<file path="src/design/rvd_pkg.sv">
// ----------------------------------------------------------------------------
// rvd_pkg: shared types and constants for the RV32I decode stage
// Opcodes, function codes, ALU and select encodings, flag bit positions,
// and the input and decoded transaction structs.
// ----------------------------------------------------------------------------
package rvd_pkg;

  // Major opcodes
  localparam logic [6:0] OPC_OP       = 7'h33;
  localparam logic [6:0] OPC_OP_IMM   = 7'h13;
  localparam logic [6:0] OPC_LOAD     = 7'h03;
  localparam logic [6:0] OPC_STORE    = 7'h23;
  localparam logic [6:0] OPC_BRANCH   = 7'h63;
  localparam logic [6:0] OPC_LUI      = 7'h37;
  localparam logic [6:0] OPC_AUIPC    = 7'h17;
  localparam logic [6:0] OPC_JAL      = 7'h6f;
  localparam logic [6:0] OPC_JALR     = 7'h67;
  localparam logic [6:0] OPC_SYSTEM   = 7'h73;
  localparam logic [6:0] OPC_MISC_MEM = 7'h0f;

  // funct3 codes for ALU ops
  localparam logic [2:0] F3_ADD_SUB = 3'd0;
  localparam logic [2:0] F3_SLL     = 3'd1;
  localparam logic [2:0] F3_SLT     = 3'd2;
  localparam logic [2:0] F3_SLTU    = 3'd3;
  localparam logic [2:0] F3_XOR     = 3'd4;
  localparam logic [2:0] F3_SRL_SRA = 3'd5;
  localparam logic [2:0] F3_OR      = 3'd6;
  localparam logic [2:0] F3_AND     = 3'd7;

  // funct3 codes for system and fence
  localparam logic [2:0] F3_PRIV   = 3'd0;
  localparam logic [2:0] F3_FENCEI = 3'd1;

  localparam logic [6:0]  FUNCT7_ALT  = 7'h20;
  localparam logic [11:0] SYS_ECALL   = 12'h000;
  localparam logic [11:0] SYS_EBREAK  = 12'h001;
  localparam logic [11:0] SYS_MRET    = 12'h302;

  // ALU operations
  localparam int unsigned ALU_W = 4;
  localparam logic [ALU_W-1:0] ALU_ADD  = 4'd0;
  localparam logic [ALU_W-1:0] ALU_SUB  = 4'd1;
  localparam logic [ALU_W-1:0] ALU_SLL  = 4'd2;
  localparam logic [ALU_W-1:0] ALU_SLT  = 4'd3;
  localparam logic [ALU_W-1:0] ALU_SLTU = 4'd4;
  localparam logic [ALU_W-1:0] ALU_XOR  = 4'd5;
  localparam logic [ALU_W-1:0] ALU_SRL  = 4'd6;
  localparam logic [ALU_W-1:0] ALU_SRA  = 4'd7;
  localparam logic [ALU_W-1:0] ALU_OR   = 4'd8;
  localparam logic [ALU_W-1:0] ALU_AND  = 4'd9;

  // Operand selects: [1:0] source 1, [2] source 2
  localparam logic [1:0] SRC1_RS1  = 2'd0;
  localparam logic [1:0] SRC1_PC   = 2'd1;
  localparam logic [1:0] SRC1_ZERO = 2'd2;
  localparam logic       SRC2_RS2  = 1'b0;
  localparam logic       SRC2_IMM  = 1'b1;

  // Writeback sources
  localparam logic [1:0] WB_ALU = 2'd0;
  localparam logic [1:0] WB_MEM = 2'd1;
  localparam logic [1:0] WB_PC4 = 2'd2;

  // Control flag bit positions
  localparam int unsigned FLAGS_W   = 14;
  localparam int unsigned FL_REGWR  = 0;
  localparam int unsigned FL_MEMRD  = 1;
  localparam int unsigned FL_MEMWR  = 2;
  localparam int unsigned FL_UNS    = 3;
  localparam int unsigned FL_BRANCH = 4;
  localparam int unsigned FL_JUMP   = 5;
  localparam int unsigned FL_ECALL  = 6;
  localparam int unsigned FL_EBREAK = 7;
  localparam int unsigned FL_MRET   = 8;
  localparam int unsigned FL_CSR    = 9;
  localparam int unsigned FL_FENCE  = 10;
  localparam int unsigned FL_FENCEI = 11;
  localparam int unsigned FL_STALL  = 12;
  localparam int unsigned FL_PRED   = 13;

  typedef struct packed {
    logic        inst_valid;
    logic [31:0] instruction;
    logic [31:0] pc;
    logic        pred_taken;
    logic        ex_is_load;
    logic [4:0]  ex_dest_reg;
    logic        ex_stage_valid;
    logic        mem_stage_valid;
    logic        wb_stage_valid;
  } in_item_t;

  typedef struct packed {
    logic               inst_valid;
    logic [4:0]         rs1_index;
    logic [4:0]         rs2_index;
    logic [4:0]         rd_index;
    logic signed [31:0] immediate;
    logic [ALU_W-1:0]   alu_op;
    logic [2:0]         operand_select;
    logic [1:0]         writeback_source;
    logic [FLAGS_W-1:0] control_flags;
    logic [2:0]         funct3;
    logic [11:0]        csr_address;
    logic [31:0]        pc;
  } dec_item_t;

endpackage

</file>
<file path="src/design/rv32i_decode_with_hazard_stall.sv">
// ----------------------------------------------------------------------------
// rv32i_decode_with_hazard_stall: RV32I decode stage with hazard stall
// Input register, single-pass decode, result register.
// ----------------------------------------------------------------------------
// Usage:
//   Input channel (in_valid/in_ready) carries one fetched instruction with
//   its pc, prediction bit and the status of the execute, memory and
//   writeback stages. Output channel (out_valid/out_ready) carries exactly
//   one decoded transaction per input transaction, in order.
//   A load-use hazard, or a system/CSR/fence.i instruction while any later
//   stage is valid, yields a bubble: all fields zero except the stall flag.
//   Path: a transaction accepted on the input is captured in the input
//   register, decoded, and then captured in the result register, which
//   drives the output.
//   Throughput: one transaction per cycle while out_ready is high; the path
//   from input register to result register is the decoder alone.
//   Backpressure: while out_ready is low the result register holds; the
//   input register still takes one more transaction, after which in_ready
//   drops until the result is taken.
//   Reset (rst_n low, synchronous) empties both registers.
// ----------------------------------------------------------------------------
module rv32i_decode_with_hazard_stall (
  input  logic        clk,
  input  logic        rst_n,

  input  logic        in_valid,
  output logic        in_ready,
  input  logic        in_in_valid,
  input  logic [31:0] in_instruction,
  input  logic [31:0] in_pc,
  input  logic        in_pred_taken,
  input  logic        in_ex_is_load,
  input  logic [4:0]  in_ex_dest_reg,
  input  logic        in_ex_stage_valid,
  input  logic        in_mem_stage_valid,
  input  logic        in_wb_stage_valid,

  output logic               out_valid,
  input  logic               out_ready,
  output logic               out_out_valid,
  output logic [4:0]         out_rs1_index,
  output logic [4:0]         out_rs2_index,
  output logic [4:0]         out_rd_index,
  output logic signed [31:0] out_immediate,
  output logic [3:0]         out_alu_op,
  output logic [2:0]         out_operand_select,
  output logic [1:0]         out_writeback_source,
  output logic [13:0]        out_control_flags,
  output logic [2:0]         out_funct3,
  output logic [11:0]        out_csr_address,
  output logic [31:0]        out_pc_out
);

  rvd_pkg::in_item_t  in_item;
  rvd_pkg::in_item_t  s1_item_r, s1_item_nxt;
  rvd_pkg::dec_item_t dec;
  rvd_pkg::dec_item_t s2_item_r, s2_item_nxt;
  logic               s1_vld_r, s1_vld_nxt;
  logic               s2_vld_r, s2_vld_nxt;
  logic               s1_rdy, s2_rdy;

  assign in_item.inst_valid      = in_in_valid;
  assign in_item.instruction     = in_instruction;
  assign in_item.pc              = in_pc;
  assign in_item.pred_taken      = in_pred_taken;
  assign in_item.ex_is_load      = in_ex_is_load;
  assign in_item.ex_dest_reg     = in_ex_dest_reg;
  assign in_item.ex_stage_valid  = in_ex_stage_valid;
  assign in_item.mem_stage_valid = in_mem_stage_valid;
  assign in_item.wb_stage_valid  = in_wb_stage_valid;

  assign s2_rdy   = !s2_vld_r || out_ready;
  assign s1_rdy   = !s1_vld_r || s2_rdy;
  assign in_ready = s1_rdy;

  rvd_decode u_decode (
    .item_i (s1_item_r),
    .dec_o  (dec)
  );

  always_comb begin
    s1_vld_nxt  = s1_vld_r;
    s1_item_nxt = s1_item_r;
    s2_vld_nxt  = s2_vld_r;
    s2_item_nxt = s2_item_r;
    if (s2_rdy) begin
      s2_vld_nxt  = s1_vld_r;
      s2_item_nxt = dec;
    end
    if (s1_rdy) begin
      s1_vld_nxt  = in_valid;
      s1_item_nxt = in_item;
    end
  end

  always_ff @(posedge clk) begin
    if (!rst_n) begin
      s1_vld_r <= 1'b0;
      s2_vld_r <= 1'b0;
    end else begin
      s1_vld_r <= s1_vld_nxt;
      s2_vld_r <= s2_vld_nxt;
    end
    s1_item_r <= s1_item_nxt;
    s2_item_r <= s2_item_nxt;
  end

  assign out_valid            = s2_vld_r;
  assign out_out_valid        = s2_item_r.inst_valid;
  assign out_rs1_index        = s2_item_r.rs1_index;
  assign out_rs2_index        = s2_item_r.rs2_index;
  assign out_rd_index         = s2_item_r.rd_index;
  assign out_immediate        = s2_item_r.immediate;
  assign out_alu_op           = s2_item_r.alu_op;
  assign out_operand_select   = s2_item_r.operand_select;
  assign out_writeback_source = s2_item_r.writeback_source;
  assign out_control_flags    = s2_item_r.control_flags;
  assign out_funct3           = s2_item_r.funct3;
  assign out_csr_address      = s2_item_r.csr_address;
  assign out_pc_out           = s2_item_r.pc;

  // A bubble carries nothing but the stall flag
  a_bubble_clean: assert property (@(posedge clk) disable iff (!rst_n)
    (out_valid && out_control_flags[rvd_pkg::FL_STALL]) |->
      (!out_out_valid && out_pc_out == 32'd0 &&
       out_control_flags == (14'd1 << rvd_pkg::FL_STALL)))
    else $error("stall bubble carries payload");

  a_alu_range: assert property (@(posedge clk) disable iff (!rst_n)
    out_valid |-> (out_alu_op <= rvd_pkg::ALU_AND &&
                   out_writeback_source != 2'd3 &&
                   out_operand_select[1:0] != 2'd3))
    else $error("decoded code out of range");

  // Memory read and write never both; load writes back memory data
  a_mem_ctl: assert property (@(posedge clk) disable iff (!rst_n)
    out_valid |-> (!(out_control_flags[rvd_pkg::FL_MEMRD] &&
                     out_control_flags[rvd_pkg::FL_MEMWR]) &&
                   (out_control_flags[rvd_pkg::FL_MEMRD] ==
                    (out_writeback_source == rvd_pkg::WB_MEM))))
    else $error("inconsistent memory controls");

  // Input register holds a transaction the decoder has not yet passed on
  a_s1_hold: assert property (@(posedge clk) disable iff (!rst_n)
    (s1_vld_r && !s2_rdy) |=> (s1_vld_r && $stable(s1_item_r)))
    else $error("input register lost a transaction under backpressure");

endmodule

</file>
<file path="src/design/rvd_decode.sv">
// ----------------------------------------------------------------------------
// rvd_decode: RV32I instruction decode and hazard check
// Combinational decode of one instruction into controls, with load-use and
// serializing-instruction stall detection that turns the result into a bubble.
// ----------------------------------------------------------------------------
module rvd_decode (
  input  rvd_pkg::in_item_t  item_i,
  output rvd_pkg::dec_item_t dec_o
);

  logic [31:0] inst;
  logic [6:0]  opc;
  logic [2:0]  f3;
  logic [6:0]  f7;
  logic [11:0] imm12;

  logic [31:0] imm_i, imm_sh, imm_s, imm_b, imm_u, imm_j;

  logic [31:0]                 imm;
  logic [rvd_pkg::ALU_W-1:0]   alu;
  logic [rvd_pkg::ALU_W-1:0]   alu_base;
  logic [1:0]                  src1;
  logic                        src2;
  logic [1:0]                  wb;
  logic [rvd_pkg::FLAGS_W-1:0] fl;

  logic use_rs1, use_rs2, load_use, serial, stall, later_busy;

  assign inst  = item_i.instruction;
  assign opc   = inst[6:0];
  assign f3    = inst[14:12];
  assign f7    = inst[31:25];
  assign imm12 = inst[31:20];

  assign imm_i  = {{20{inst[31]}}, inst[31:20]};
  assign imm_sh = {27'd0, inst[24:20]};
  assign imm_s  = {{20{inst[31]}}, inst[31:25], inst[11:7]};
  assign imm_b  = {{19{inst[31]}}, inst[31], inst[7], inst[30:25], inst[11:8], 1'b0};
  assign imm_u  = {inst[31:12], 12'd0};
  assign imm_j  = {{11{inst[31]}}, inst[31], inst[19:12], inst[20], inst[30:21], 1'b0};

  // ALU op shared by register and immediate forms; sub is patched in below
  always_comb begin
    unique case (f3)
      rvd_pkg::F3_ADD_SUB: alu_base = rvd_pkg::ALU_ADD;
      rvd_pkg::F3_SLL:     alu_base = rvd_pkg::ALU_SLL;
      rvd_pkg::F3_SLT:     alu_base = rvd_pkg::ALU_SLT;
      rvd_pkg::F3_SLTU:    alu_base = rvd_pkg::ALU_SLTU;
      rvd_pkg::F3_XOR:     alu_base = rvd_pkg::ALU_XOR;
      rvd_pkg::F3_SRL_SRA: alu_base = (f7 == rvd_pkg::FUNCT7_ALT) ? rvd_pkg::ALU_SRA
                                                                  : rvd_pkg::ALU_SRL;
      rvd_pkg::F3_OR:      alu_base = rvd_pkg::ALU_OR;
      default:             alu_base = rvd_pkg::ALU_AND;
    endcase
  end

  always_comb begin
    imm  = '0;
    alu  = rvd_pkg::ALU_ADD;
    src1 = rvd_pkg::SRC1_RS1;
    src2 = rvd_pkg::SRC2_RS2;
    wb   = rvd_pkg::WB_ALU;
    fl   = '0;
    unique case (opc)
      rvd_pkg::OPC_OP: begin
        fl[rvd_pkg::FL_REGWR] = 1'b1;
        alu = alu_base;
        if (f3 == rvd_pkg::F3_ADD_SUB && f7 != 7'd0) alu = rvd_pkg::ALU_SUB;
      end
      rvd_pkg::OPC_OP_IMM: begin
        fl[rvd_pkg::FL_REGWR] = 1'b1;
        src2 = rvd_pkg::SRC2_IMM;
        alu  = alu_base;
        imm  = (f3 == rvd_pkg::F3_SLL || f3 == rvd_pkg::F3_SRL_SRA) ? imm_sh : imm_i;
      end
      rvd_pkg::OPC_LOAD: begin
        src2 = rvd_pkg::SRC2_IMM;
        wb   = rvd_pkg::WB_MEM;
        fl[rvd_pkg::FL_MEMRD] = 1'b1;
        fl[rvd_pkg::FL_REGWR] = 1'b1;
        fl[rvd_pkg::FL_UNS]   = f3[2];
        imm  = imm_i;
      end
      rvd_pkg::OPC_STORE: begin
        src2 = rvd_pkg::SRC2_IMM;
        fl[rvd_pkg::FL_MEMWR] = 1'b1;
        imm  = imm_s;
      end
      rvd_pkg::OPC_BRANCH: begin
        src1 = rvd_pkg::SRC1_PC;
        src2 = rvd_pkg::SRC2_IMM;
        fl[rvd_pkg::FL_BRANCH] = 1'b1;
        imm  = imm_b;
      end
      rvd_pkg::OPC_LUI: begin
        src1 = rvd_pkg::SRC1_ZERO;
        src2 = rvd_pkg::SRC2_IMM;
        fl[rvd_pkg::FL_REGWR] = 1'b1;
        imm  = imm_u;
      end
      rvd_pkg::OPC_AUIPC: begin
        src1 = rvd_pkg::SRC1_PC;
        src2 = rvd_pkg::SRC2_IMM;
        fl[rvd_pkg::FL_REGWR] = 1'b1;
        imm  = imm_u;
      end
      rvd_pkg::OPC_JAL: begin
        src1 = rvd_pkg::SRC1_PC;
        src2 = rvd_pkg::SRC2_IMM;
        wb   = rvd_pkg::WB_PC4;
        fl[rvd_pkg::FL_JUMP]  = 1'b1;
        fl[rvd_pkg::FL_REGWR] = 1'b1;
        imm  = imm_j;
      end
      rvd_pkg::OPC_JALR: begin
        src2 = rvd_pkg::SRC2_IMM;
        wb   = rvd_pkg::WB_PC4;
        fl[rvd_pkg::FL_JUMP]  = 1'b1;
        fl[rvd_pkg::FL_REGWR] = 1'b1;
        imm  = imm_i;
      end
      rvd_pkg::OPC_SYSTEM: begin
        if (f3 == rvd_pkg::F3_PRIV) begin
          // unrecognized privileged encodings set nothing
          fl[rvd_pkg::FL_ECALL]  = (imm12 == rvd_pkg::SYS_ECALL);
          fl[rvd_pkg::FL_EBREAK] = (imm12 == rvd_pkg::SYS_EBREAK);
          fl[rvd_pkg::FL_MRET]   = (imm12 == rvd_pkg::SYS_MRET);
        end else begin
          fl[rvd_pkg::FL_CSR] = 1'b1;
        end
      end
      rvd_pkg::OPC_MISC_MEM: begin
        fl[rvd_pkg::FL_FENCEI] = (f3 == rvd_pkg::F3_FENCEI);
        fl[rvd_pkg::FL_FENCE]  = (f3 != rvd_pkg::F3_FENCEI);
      end
      default: begin
      end
    endcase
  end

  // Unknown opcodes fall to rs1/rs2 selects and so count as reading both
  assign use_rs1 = (src1 == rvd_pkg::SRC1_RS1) || fl[rvd_pkg::FL_BRANCH] ||
                   (opc == rvd_pkg::OPC_JALR);
  assign use_rs2 = (src2 == rvd_pkg::SRC2_RS2) || fl[rvd_pkg::FL_BRANCH] ||
                   fl[rvd_pkg::FL_MEMWR];

  assign load_use = item_i.ex_is_load && (item_i.ex_dest_reg != 5'd0) &&
                    ((use_rs1 && inst[19:15] == item_i.ex_dest_reg) ||
                     (use_rs2 && inst[24:20] == item_i.ex_dest_reg));

  assign later_busy = item_i.ex_stage_valid | item_i.mem_stage_valid |
                      item_i.wb_stage_valid;
  assign serial = later_busy &&
                  (fl[rvd_pkg::FL_ECALL] | fl[rvd_pkg::FL_EBREAK] | fl[rvd_pkg::FL_MRET] |
                   fl[rvd_pkg::FL_FENCEI] | fl[rvd_pkg::FL_CSR]);
  assign stall = load_use | serial;

  always_comb begin
    dec_o = '0;
    if (stall) begin
      dec_o.control_flags[rvd_pkg::FL_STALL] = 1'b1;
    end else begin
      dec_o.inst_valid       = item_i.inst_valid;
      dec_o.rs1_index        = inst[19:15];
      dec_o.rs2_index        = inst[24:20];
      dec_o.rd_index         = inst[11:7];
      dec_o.immediate        = imm;
      dec_o.alu_op           = alu;
      dec_o.operand_select   = {src2, src1};
      dec_o.writeback_source = wb;
      dec_o.control_flags    = fl;
      dec_o.control_flags[rvd_pkg::FL_PRED] = item_i.pred_taken;
      dec_o.funct3           = f3;
      dec_o.csr_address      = imm12;
      dec_o.pc               = item_i.pc;
    end
  end

endmodule

</file>
<file path="config.mk">
export PLATFORM = sky130hd
export DESIGN_NAME = rv32i_decode_with_hazard_stall
export DESIGN_NICKNAME = d
export VERILOG_FILES = /design/src/design/rvd_pkg.sv /design/src/design/rv32i_decode_with_hazard_stall.sv /design/src/design/rvd_decode.sv
export SDC_FILE = /design/constraint.sdc
export NUM_CORES = 1
export LEC_CHECK = 0
export BUFFER_PORTS_ARGS = -buffer_cell sky130_fd_sc_hd__clkbuf_2
export CAP_MARGIN = 20
export CORE_MARGIN = 2
export CORE_UTILIZATION = 52
export CTS_CLUSTER_SIZE = 16
export DETAILED_ROUTE_END_ITERATION = 8
export GPL_ROUTABILITY_DRIVEN = 0
export GPL_TIMING_DRIVEN = 0
export PLACE_DENSITY = 0.84
export SYNTH_ARGS = -nofsm -noshare
export SYNTH_HDL_FRONTEND = slang
export SYNTH_SLANG_ARGS = --single-unit
</file>
<file path="constraint.sdc">
create_clock -name clk -period 3.9 [get_ports clk]
set_input_delay 0.585 -clock clk [delete_from_list [all_inputs] [get_ports clk]]
set_output_delay 0.585 -clock clk [all_outputs]
set_load 0.03 [all_outputs]
</file>
==> metrics.md, run 1 <==
| Metric | Value |
|---|---|
| First-pass GRT wire length | `roughly 27000 µm` |
| CP arrival | `between 2 and 3 ns` |
| Pin count of the biggest net entering global routing | `between 60 and 70` |
| Critical path startpoint category | `flip-flop` |
| Via/cell ratio | `roughly 5.6` |
| DRC | `0` |
| WL/cell | `18.41 µm` |
| # rows | `43` |
| Vias | `between 5k and 6k` |
| Fin Clk Skew | `between 0.01 and 0.015 ns` |
| Max Slew Vio Count | `0` |
| WHS | `0.3247 ns` |
| Die Wd | `124.3 µm` |
| Mapped cell area | `7526 µm²` |
| Flops & latches, synth | `190` |
| Tcrit/Tclk final | `between 60% and 70%` |
| H-tree levels | `4` |
| Setup violators final | `0` |
| Worst path bufs/invs | `2` |
| Grt ovf | `0` |
| Final setup margin | `about 1.2 ns` |
| Syn Area/Cell | `14.15 µm²` |
| Syn Inst Count | `roughly 530` |
| Initial antenna violation count | `0` |
| HP Start | `in_in_valid` |
| CTS Sinks | `190` |
| Top delay family on crit path | `simple AND/OR/NAND/NOR gates` |
| Crit Path Class | `reg -> reg` |
| Most common cell in the netlist | `edfxtp_1` |
| Synth-to-Final Area Change | `25.39%` |
| Share of the synthesized area in the top cell type | `about three quarters` |
| CORE AREA | `around 14000 µm²` |
| Gr usage total | `about 23%` |
| Critical Path Most Common Cell | `nand3_1` |
| IO buf count | `198` |
| Final wirelength | `roughly 17000 µm` |
| I/O pin count | `199` |
| CTS Root Cell | `clkbuf_16` |
| Fraction of registers with async set/reset | `0%` |
| Least-Margin Pin Slew | `between 0.9 and 1 ns` |
| Most frequent cells after synthesis | `edfxtp_1 (188), nor2_1 (82), nand3_1 (66)` |
| Synth area leader | `edfxtp_1` |
| Vias in the first global route | `between 5k and 6k` |
| Hold/Removal Path Class | `in -> reg` |
| Reg-to-Reg Start | `s1_item_r[73]` |
| Post-CTS Setup Bufs | `0` |
| Post-cts sizing count | `0` |
| Top FF cell, synth | `edfxtp_1` |
| RSZ-0062 raised after global routing | `no` |
| Share of cells above drive strength 1 | `about 37%` |
| CTS tree | `yes` |
| Top post-synthesis cells by area | `edfxtp_1 (75%), nand3_1 (4.4%), nor2_1 (4.1%), nand2_1 (1.8%), a21oi_1 (1.7%)` |
| Finished Cell Area | `between 9000 and 10000 µm²` |
| DRT Pass-1 Iters | `8` |
| CP Capture Type | `flip-flop` |
| YS warnings | `0` |
| Count of cell types in the netlist | `44` |
| Worst path max stage delay | `around 0.63 ns` |
| CP max stage cell | `nor4_1` |
| Worst Path Max Fanout | `10` |
| Initial DRC Count | `689` |
| VDD IR max | `0.3012 mV` |
| Layout Utilization | `between 60 and 70%` |
| Leakage | `between 4 and 5 nW` |
| Cts hold-fix bufs | `0` |
| Post-synth EDFFs | `about 190` |
| Diode count | `0` |
| CP Cell Sequence | `nor4_1, and4bb_2, nand3_1, buf_2, clkbuf_1, nand3_1, nor2_1` |
| DP HPWL | `about 12000 µm` |
| Syn Nets | `~610` |
| DP Worst Slack | `roughly 1.2 ns` |
| Power per Cell Area | `502.4 nW/µm²` |
| Total of max-cap violations | `0` |
| Nets | `830` |
| Final Critical Period | `around 2.7 ns` |
| Die Area | `approximately 15000 µm²` |
| Sequential fraction of the synthesis area | `75.54%` |
| Clk_lat worst skew | `about 0.43 ns` |
| Slew headroom | `between 30% and 40%` |
| Cts bufs inserted | `17` |
| Clock transition at path regs | `approximately 0.07 ns` |
| Placed cell areas | `8807 µm²` |
| Outcome | `finished clean` |
| Crit path from | `s1_item_r[73]` |
| Fmax | `about 370 MHz` |
| Die height | `124.3 µm` |
| Clock Path Buffers | `2` |
| Number of hold violations in the final report | `0` |
| Worst path required time | `slightly above 4 ns` |
| Starting density of the core | `53.80%` |
| Post-route ant nets | `0` |
-- stage by stage --
| stage | TNS, ns | power, mW | cells |
|---|---|---|---|
| 2_1_floorplan | 0 | 2.791 | 532 |
| 3_3_place_gp | -24.53 | 2.951 | 910 |
| 3_5_place_dp | 0 | 2.967 | 912 |
| 4_1_cts | 0 | 4.753 | 944 |
| 5_1_grt | 0 | 4.891 | 944 |
| 6_report | 0 | 4.741 | 944 |
-- sequential cells by signal, summed over array words and instances (netlist names), 3 cells and up --
signal	cells
out_immediate	32
out_alu_op	4
out_rs1_index	5
out_csr_address	8
out_rd_index	5
out_funct3	3
out_operand_select	3
s1_item_r	75
out_rs2_index	4
out_pc_out	32
out_control_flags	14
-- cells by family (layout without fill, tap and decap cells) --
group	after synthesis	in the layout	synth area share [%]
muxes	1	1	0.1496
AOI/OAI and AO/OA	54	54	4.805
and+or+nand+nor	232	232	15.03
DFF	190	190	75.54
buffers and inverters	45	277	3.309
xor gates and xnor gates	10	10	1.164
-- metal layers --
metal	share of wire [%]	vias to the layer above	track usage, %
met5	0	-	0
met4	3.1	0	10.24
met3	8.4	42	5.326
met2	48	330	35.68
met1	40	2511	30.41
li1	-	2407	-
-- placed cells by master, fill, tap and decap left out, types with 3 or more instances in the layout --
cell and n:
a21oi_1 25, a22oi_1 4, buf_2 10, buf_4 16
bufinv_16 3, clkbuf_1 12, clkbuf_16 17, clkbuf_2 198
clkinvlp_4 3, edfxtp_1 188, inv_1 6, inv_8 4
nand2_1 35, nand2b_1 3, nand3_1 66, nand4b_1 3
nor2_1 82, nor3_1 12, nor3_2 5, nor4_1 10
o21ai_0 8, xnor2_1 7, xor2_1 3
-- path summary, 6_finish.rpt --
| check | end | slack [ns] | depth (start not counted) |
|---|---|---|---|
| max | out_csr_address[8] | 1.18 | 7 |
| min | s1_item_r[74] | 0.32 | 1 |
| max reg2reg | out_csr_address[8] | 1.18 | 7 |
| min reg2reg | out_valid | 0.55 | 1 |
-- area by class of cell --
type / count / area, µm²
plain buffers: 38 / 222.7
fillers: 976 / 4552
flip-flops and latches: 190 / 5685
well taps: 180 / 225.2
repair buffers: 200 / 1046
multi-input cells: 297 / 1599
clock inverters: 14 / 200.2
inverters: 7 / 28.78
clock buffers: 18 / 429.2
-- power breakdown --
part	internal [mW]	switching [mW]
sequential	2.38	0.0683
clock	1.04	0.779
combinational	0.144	0.330
(Power assumes the default switching activity.)
==> run 2: changes to the inputs <==
CORE_UTILIZATION = 47   (was 52)
PLACE_DENSITY = 0.8   (was 0.84)
clock period = 2.2 ns   (was 3.9 ns; I/O delays follow)
==> run 2 against run 1 <==
Clock power up 70%. Worst setup slack lost 1.1 ns. Highest routed layer unchanged. Critical path type unchanged. Count of clock-buffer cells in the layout up 1. Die area increased by 10%. Via count down 1.2%. Critical endpoint is now out_control_flags[12].
==> metrics.md, run 2 (synthesized netlist as in run 1, its figures left out) <==
| Metric | Value |
|---|---|
| I/O pin count | `199 (unchanged)` |
| Worst path required time | `2.37 ns (-1.70 ns)` |
| Clock transition at path regs | `0.07 ns (about the same)` |
| CTS tree | `yes` |
| Number of hold violations in the final report | `0 (unchanged)` |
| IO buf count | `198 (unchanged)` |
| Max reg flops | `75 (unchanged)` |
| # rows | `46 (+7.0%)` |
| Fin Clk Skew | `0.007520 ns (-0.005630 ns)` |
| Synth-to-Final Area Change | `32.29%` |
| Die Wd | `130.5 µm (+5.0%)` |
| Share of cells above drive strength 1 | `41.47% (+4.8 points)` |
| Grt ovf | `0 (unchanged)` |
| Placed Instances | `949 (+4.1%)` |
| Max Slew Vio Count | `0 (unchanged)` |
| Critical path startpoint category | `flip-flop` |
| Layout Utilization | `63.13% (-4.3 points)` |
| Most common cell after layout, fill and taps aside | `clkbuf_2` |
| Diode count | `0 (unchanged)` |
| Starting density of the core | `47.72% (-6.1 points)` |
| Via/cell ratio | `5.191 (-7.4%)` |
| Reg-to-Reg Start | `s1_item_r[3]` |
| Post-route ant nets | `0 (unchanged)` |
| WL/cell | `17.85 µm (-3.1%)` |
| First-pass GRT wire length | `26160 µm (-2.9%)` |
| Leakage | `4.238 nW (+4.1%)` |
| H-tree levels | `4 (unchanged)` |
| Initial antenna violation count | `0 (unchanged)` |
| Tcrit/Tclk final | `98.83% (+29 points)` |
| CTS Root Cell | `clkbuf_16` |
| HP Start | `in_in_valid` |
| Initial DRC Count | `377 (-45%)` |
| DP HPWL | `12050 µm (-0.68%)` |
| RSZ-0062 raised after global routing | `yes` |
| Clk_lat worst skew | `0.42 ns (about the same)` |
| Hold path endpoint | `s1_item_r[74]` |
| CP arrival | `2.34 ns (-0.56 ns)` |
| Final Critical Period | `2.174 ns (-0.5503 ns)` |
| Pin count of the biggest net entering global routing | `49 (-23%)` |
| Reg2reg setup slack | `0.03 ns (-1.15 ns)` |
| Power per Cell Area | `839.3 nW/µm² (+67%)` |
| Slew headroom | `41.62% (+7.7 points)` |
| Final wirelength | `17980 µm (+3.4%)` |
| Vias in the first global route | `4873 (-3.8%)` |
| VDD IR max | `0.5425 mV (+80%)` |
| Reg2reg end | `out_control_flags[12]` |
| DRT Pass-1 Iters | `5 (-3)` |
| Gr usage total | `21.04% (-1.7 points)` |
| Reg with most FFs | `s1_item_r` |
| CP Capture Type | `flip-flop` |
| Hold/Removal Path Class | `in -> reg` |
| Vias | `5227 (-1.2%)` |
| Worst hold stages | `1 (unchanged)` |
| Most frequent cells in the layout | `clkbuf_2 (200), edfxtp_1 (188), nor2_1 (81), nand3_1 (65), nand2_1 (35)` |
| DRC | `0 (unchanged)` |
| CTS Sinks | `190 (unchanged)` |
| Crit Path Class | `reg -> reg` |
| Cts hold-fix bufs | `0 (unchanged)` |
| Clock Path Buffers | `2 (unchanged)` |
| Cts bufs inserted | `17 (unchanged)` |
| CORE AREA | `15770 µm² (+13%)` |
| Post-Route Setup TNS | `0 ns (unchanged)` |
| R2R depth | `6 (-1)` |
| Least-Margin Pin Slew | `0.8738 ns (-0.1092 ns)` |
| Fmax | `459.9 MHz (+25%)` |
| Setup violators final | `0 (unchanged)` |
| Worst Path Max Fanout | `10 (unchanged)` |
| Die Area | `17040 µm² (+10%)` |
| Die height | `130.5 µm (+5.0%)` |
| Post-Layout Cell Count | `1007 (+6.7%)` |
| Outcome | `finished clean` |
| Nets | `857 (+3.3%)` |
| Total of max-cap violations | `0 (unchanged)` |
## run 2: critical path, cell delays in order, from the launching register on
cell	delay [ns]
edfxtp_1	0.45
or4_4	0.57
o21ai_4	0.18
or4_4	0.17
o31ai_4	0.09
buf_6	0.17
or2_2	0.29
## run 2: cell type report
class / instances / area (µm²)
Inverter: 7 / 30.03
Sequential cell: 190 / 5689
Timing Repair Buffer: 228 / 1265
Tap cell: 216 / 270.3
Buffer: 37 / 312.8
Clock inverter: 13 / 163.9
Fill cell: 1189 / 5814
Multi-Input combinational cell: 297 / 1792
Clock buffer: 19 / 432.9
## run 2: how the worst max path moves through the flow
stage / from / endpoint / slack [ns] / cells past startpoint
after detailed placement: s1_item_r[73] / out_pc_out[30] / -0.49 / 7
final: s1_item_r[3] / out_control_flags[12] / 0.03 / 6
after global routing: s1_item_r[46] / out_control_flags[12] / -0.05 / 7
after CTS: s1_item_r[45] / out_rs1_index[0] / 0.002 / 7
after global placement: out_ready / out_pc_out[20] / -1.18 / 3
after floorplan: out_valid / out_alu_op[0] / -0.46 / 2
## run 2: where the power goes
group / internal (mW) / switching, mW / leakage [nW]
clock network: 1.79 / 1.30 / 0.279
registers: 4.23 / 0.117 / 2.07
logic: 0.305 / 0.616 / 1.89
## run 2: per-stage QoR
stage | hold slack, ns | total power [mW] | setup slack [ns] | instance area [µm²]
after floorplan | 0.4289 | 4.946 | -0.4567 | 7543
after detailed placement | 0.5086 | 5.261 | -0.4855 | 8877
after global routing | 0.05625 | 8.627 | -0.04925 | 9956
final | 0.07765 | 8.356 | 0.02566 | 9956
after global placement | 0.4886 | 5.240 | -1.181 | 8805
after CTS | 0.05920 | 8.374 | 0.001509 | 9728
## run 2: what timing repair did
item                                    in CTS  in global routing
resized for setup                           29                 38
setup buffers                               17                  9
pin swaps                                    5                  5
gates cloned                                 1                  0
endpoints found under the setup margin     110                108
## run 2: per-layer routing
| layer | vias to the layer above | wire, µm | GRT usage, % |
|---|---|---|---|
| li1 | 2468 | - | - |
| met1 | 2471 | 7369 | 28.21 |
| met2 | 253 | 8876 | 33.61 |
| met3 | 35 | 1311 | 4.764 |
| met4 | 0 | 417 | 8.573 |
| met5 | - | 0 | 0 |
==> run 3: changes to the inputs <==
CORE_UTILIZATION = 48   (was 47)
PLACE_DENSITY = 0.81   (was 0.8)
SYNTH_HIERARCHICAL = 1   (was default)
==> run 3 against run 2 <==
The run now ends with negative setup slack left. Clock skew increased by 0.0060 ns. Combinational power increased by 16%. Worst setup slack got worse by 0.18 ns. Sequential share of layout area decreased by 5.8 points. Cell count decreased by 3.9%. Via count increased by 1.8%. Hold slack got worse by 0.011 ns. Design area increased by 14%. Global-route usage increased by 2.0 points. Sequential power increased by 3%. Count of clock-buffer cells in the layout decreased by 2. First-iteration DRC count increased by 6.6%. Critical path type unchanged. Largest cell class unchanged.
==> metrics.md, run 3 <==
| Metric | Value |
|---|---|
| # rows | `47 (+2.2%)` |
| Synth area leader | `edfxtp_1` |
| R2R depth | `7 (+1)` |
| Setup violators final | `97 (+97)` |
| CP max stage cell | `edfxtp_1` |
| Count of cell types in the netlist | `52 (+18%)` |
| Number of fill cells | `1029 (-13%)` |
| Least-Margin Pin Slew | `0.7376 ns (-0.1362 ns)` |
| DP Worst Slack | `-0.4409 ns (+0.04460 ns)` |
| Fraction of registers with async set/reset | `0% (unchanged)` |
| Top delay family on crit path | `simple AND/OR/NAND/NOR gates` |
| Sequential fraction of the synthesis area | `72.97% (-2.6 points)` |
| Worst path bufs/invs | `2 (+1)` |
| Tcrit/Tclk final | `106.9% (+8.1 points)` |
| Pin count of the biggest net entering global routing | `69 (+41%)` |
| Final Critical Period | `2.352 ns (+0.1776 ns)` |
| Worst path max stage delay | `0.46 ns (-0.11 ns)` |
| Die Wd | `133.1 µm (+1.9%)` |
| Initial antenna violation count | `0 (unchanged)` |
| Worst hold stages | `1 (unchanged)` |
| Final setup margin | `-0.1519 ns (-0.1776 ns)` |
| Syn Inst Count | `476 (-11%)` |
| First-pass GRT wire length | `30330 µm (+16%)` |
| Vias in the first global route | `5343 (+9.6%)` |
| Reg2reg setup slack | `-0.15 ns (-0.18 ns)` |
| Gr usage total | `23.00% (+2.0 points)` |
| Post-synth EDFFs | `193 (+2.7%)` |
| Clock Path Buffers | `2 (unchanged)` |
| DRT Pass-1 Iters | `5 (unchanged)` |
| Most frequent cells in the layout | `clkbuf_2 (199), edfxtp_1 (193), nor3b_2 (40), nand2_1 (37), buf_4 (23)` |
| Syn Area/Cell | `16.80 µm² (+19%)` |
| Top post-synthesis cells by area | `edfxtp_1 (72%), nor3b_2 (8.8%), nand2_1 (1.8%), a21oi_1 (1.8%), buf_6 (1.5%)` |
| Share of the synthesized area in the top cell type | `72.47% (-2.5 points)` |
| CP Cell Sequence | `or3b_4, a211oi_4, nor4_2, o221a_4, buf_12, buf_6, nor4b_4` |
| CP Capture Type | `flip-flop` |
| Reg-to-Reg Start | `s1_item_r[45]` |
| Fin Clk Skew | `0.01356 ns (+0.006043 ns)` |
| Mapped cell area | `7998 µm² (+6.3%)` |
| Diode count | `0 (unchanged)` |
| Finished Cell Area | `11380 µm² (+14%)` |
| Syn Nets | `555 (-9.2%)` |
| Most frequent cells after synthesis | `edfxtp_1 (193), nor3b_2 (56), nand2_1 (38)` |
| Cts hold-fix bufs | `0 (unchanged)` |
| Final wirelength | `20770 µm (+16%)` |
| I/O pin count | `199 (unchanged)` |
| Worst Path Max Fanout | `8 (-2)` |
| Max Slew Vio Count | `0 (unchanged)` |
| CORE AREA | `16410 µm² (+4.0%)` |
| Fmax | `425.2 MHz (-7.5%)` |
| Power per Cell Area | `782.8 nW/µm² (-6.7%)` |
| YS warnings | `6 (+6)` |
| CTS Root Cell | `clkbuf_16` |
| Die Area | `17710 µm² (+3.9%)` |
| HP Start | `in_pc[23]` |
| Post-Layout Cell Count | `968 (-3.9%)` |
| Max reg flops | `75 (unchanged)` |
| RSZ-0062 raised after global routing | `yes` |
| Placed cell areas | `9378 µm² (+5.6%)` |
| Total of max-cap violations | `0 (unchanged)` |
| Starting density of the core | `48.75% (+1.0 points)` |
| H-tree levels | `4 (unchanged)` |
| WL/cell | `21.46 µm (+20%)` |
| WHS | `0.06670 ns (-0.01095 ns)` |
| Leakage | `4.580 nW (+8.1%)` |
| Crit Path Class | `reg -> reg` |
| Failing checks | `negative setup slack` |
| DRC | `0 (unchanged)` |
| Outcome | `finished with violations` |
| Placed Instances | `896 (-5.6%)` |
| Post-route ant nets | `0 (unchanged)` |
| Via/cell ratio | `5.495 (+5.9%)` |
| Reg with most FFs | `s1_item_r` |
| Critical path startpoint category | `flip-flop` |
| Number of hold violations in the final report | `0 (unchanged)` |
| Hold path endpoint | `s1_item_r[33]` |
| Reg2reg end | `out_control_flags[10]` |
| CTS Sinks | `195 (+2.6%)` |
| Nets | `814 (-5.0%)` |
| CTS tree | `yes` |
| Worst path required time | `2.45 ns (+0.08 ns)` |
| DP HPWL | `12350 µm (+2.5%)` |
| Hold/Removal Path Class | `in -> reg` |
| Vias | `5319 (+1.8%)` |
| Initial DRC Count | `402 (+6.6%)` |
| Clock transition at path regs | `0.07 ns (about the same)` |
| Synth-to-Final Area Change | `42.24%` |
| IO buf count | `198 (unchanged)` |
| Share of cells above drive strength 1 | `58.56% (+17 points)` |
| Grt ovf | `0 (unchanged)` |
| CP arrival | `2.60 ns (+0.26 ns)` |
| Slew headroom | `50.45% (+8.8 points)` |
| VDD IR max | `0.5226 mV (-3.7%)` |
| Die height | `133.1 µm (+1.9%)` |
| Most common cell in the netlist | `edfxtp_1` |
| Clk_lat worst skew | `0.43 ns (about the same)` |
| Flops & latches, synth | `195 (+2.6%)` |
| Most common cell after layout, fill and taps aside | `clkbuf_2` |
| Cts bufs inserted | `17 (unchanged)` |
| Top FF cell, synth | `edfxtp_1` |
-- run 3: changes by cell type after synthesis, moves of 5 or more --
cell      previous run  this run
buf_12               0         6
nor3b_2              0        56
nor3_1              12         7
edfxtp_1           188       193
nand3_1             66         5
nor2_1              82        25
buf_6                1        11
buf_2               10         5
buf_4               16         8
-- run 3: layer usage --
metal	wire length [µm]	part of all wire, %	track usage [%]
met3	1663	8.0	7.203
met5	0	0	0
met1	7903	38	28.08
met2	10490	50	38.26
met4	716	3.4	9.259
-- run 3: power breakdown --
group | total (mW) | switching, mW | internal (mW)
combinational | 1.07 | 0.663 | 0.412
clock | 3.37 | 1.43 | 1.94
sequential | 4.46 | 0.120 | 4.34
-- run 3: cell families (layout without fill, tap and decap cells) --
family	after synthesis	after routing	share of synthesized area (%)
mux	1	1	0.1408
compound gates	53	53	4.021
buf+inv	43	314	4.725
xor+xnor	10	10	1.095
simple gates	174	175	17.05
flops	195	195	72.97
-- run 3: worst max path at each step --
stage                        startpoint                       to  slack (ns)  cells past startpoint
after floorplan           s1_item_r[45]    out_control_flags[12]       -0.03                      7
after global placement    s1_item_r[67]         out_rs2_index[1]       -0.41                      7
after detailed placement  s1_item_r[68]         out_rs2_index[2]       -0.44                      7
after CTS                 s1_item_r[45]  out_writeback_source[0]       -0.12                     10
after global routing      s1_item_r[45]         out_rs2_index[1]       -0.20                      7
final                     s1_item_r[45]    out_control_flags[10]       -0.15                      7
-- run 3: layout make-up --
cell class                      instances  area [µm²]  share of cell area [%]
Sequential cell                       195        5836                   51.30
Clock inverter                         15       220.2                   1.936
Inverter                                6       25.02                  0.2200
Tap cell                              220       275.3                   2.420
Clock buffer                           17       425.4                   3.740
Buffer                                 26       385.4                   3.388
Multi-Input combinational cell        239        2394                   21.04
Timing Repair Buffer                  250        1815                   15.96
-- run 3: worst register-to-register path, stage by stage, from the launching register on --
cell and delay (ns):
edfxtp_1 0.46, or3b_4 0.46, a211oi_4 0.30, nor4_2 0.08
o221a_4 0.32, buf_12 0.18, buf_6 0.13, nor4b_4 0.24
-- run 3: through the flow --
| stage | setup TNS, ns | util, % | total power [mW] |
|---|---|---|---|
| 2_1_floorplan | -0.02778 | - | 5.102 |
| 3_3_place_gp | -30.80 | 56.79 | 5.389 |
| 3_5_place_dp | -31.63 | 57.16 | 5.425 |
| 4_1_cts | -4.993 | 66.61 | 8.872 |
| 5_1_grt | -14.04 | 69.34 | 9.161 |
| 6_report | -7.490 | 69.34 | 8.905 |
-- run 3: what timing repair did --
| action | 4_1_cts | 5_1_grt |
|---|---|---|
| pin swaps | 60 | 40 |
| buffers inserted | 24 | 12 |
| endpoints found under the hold margin | 0 | 0 |
| setup endpoints to repair | 117 | 117 |
| gates resized for setup | 97 | 61 |
| cloned | 12 | 4 |
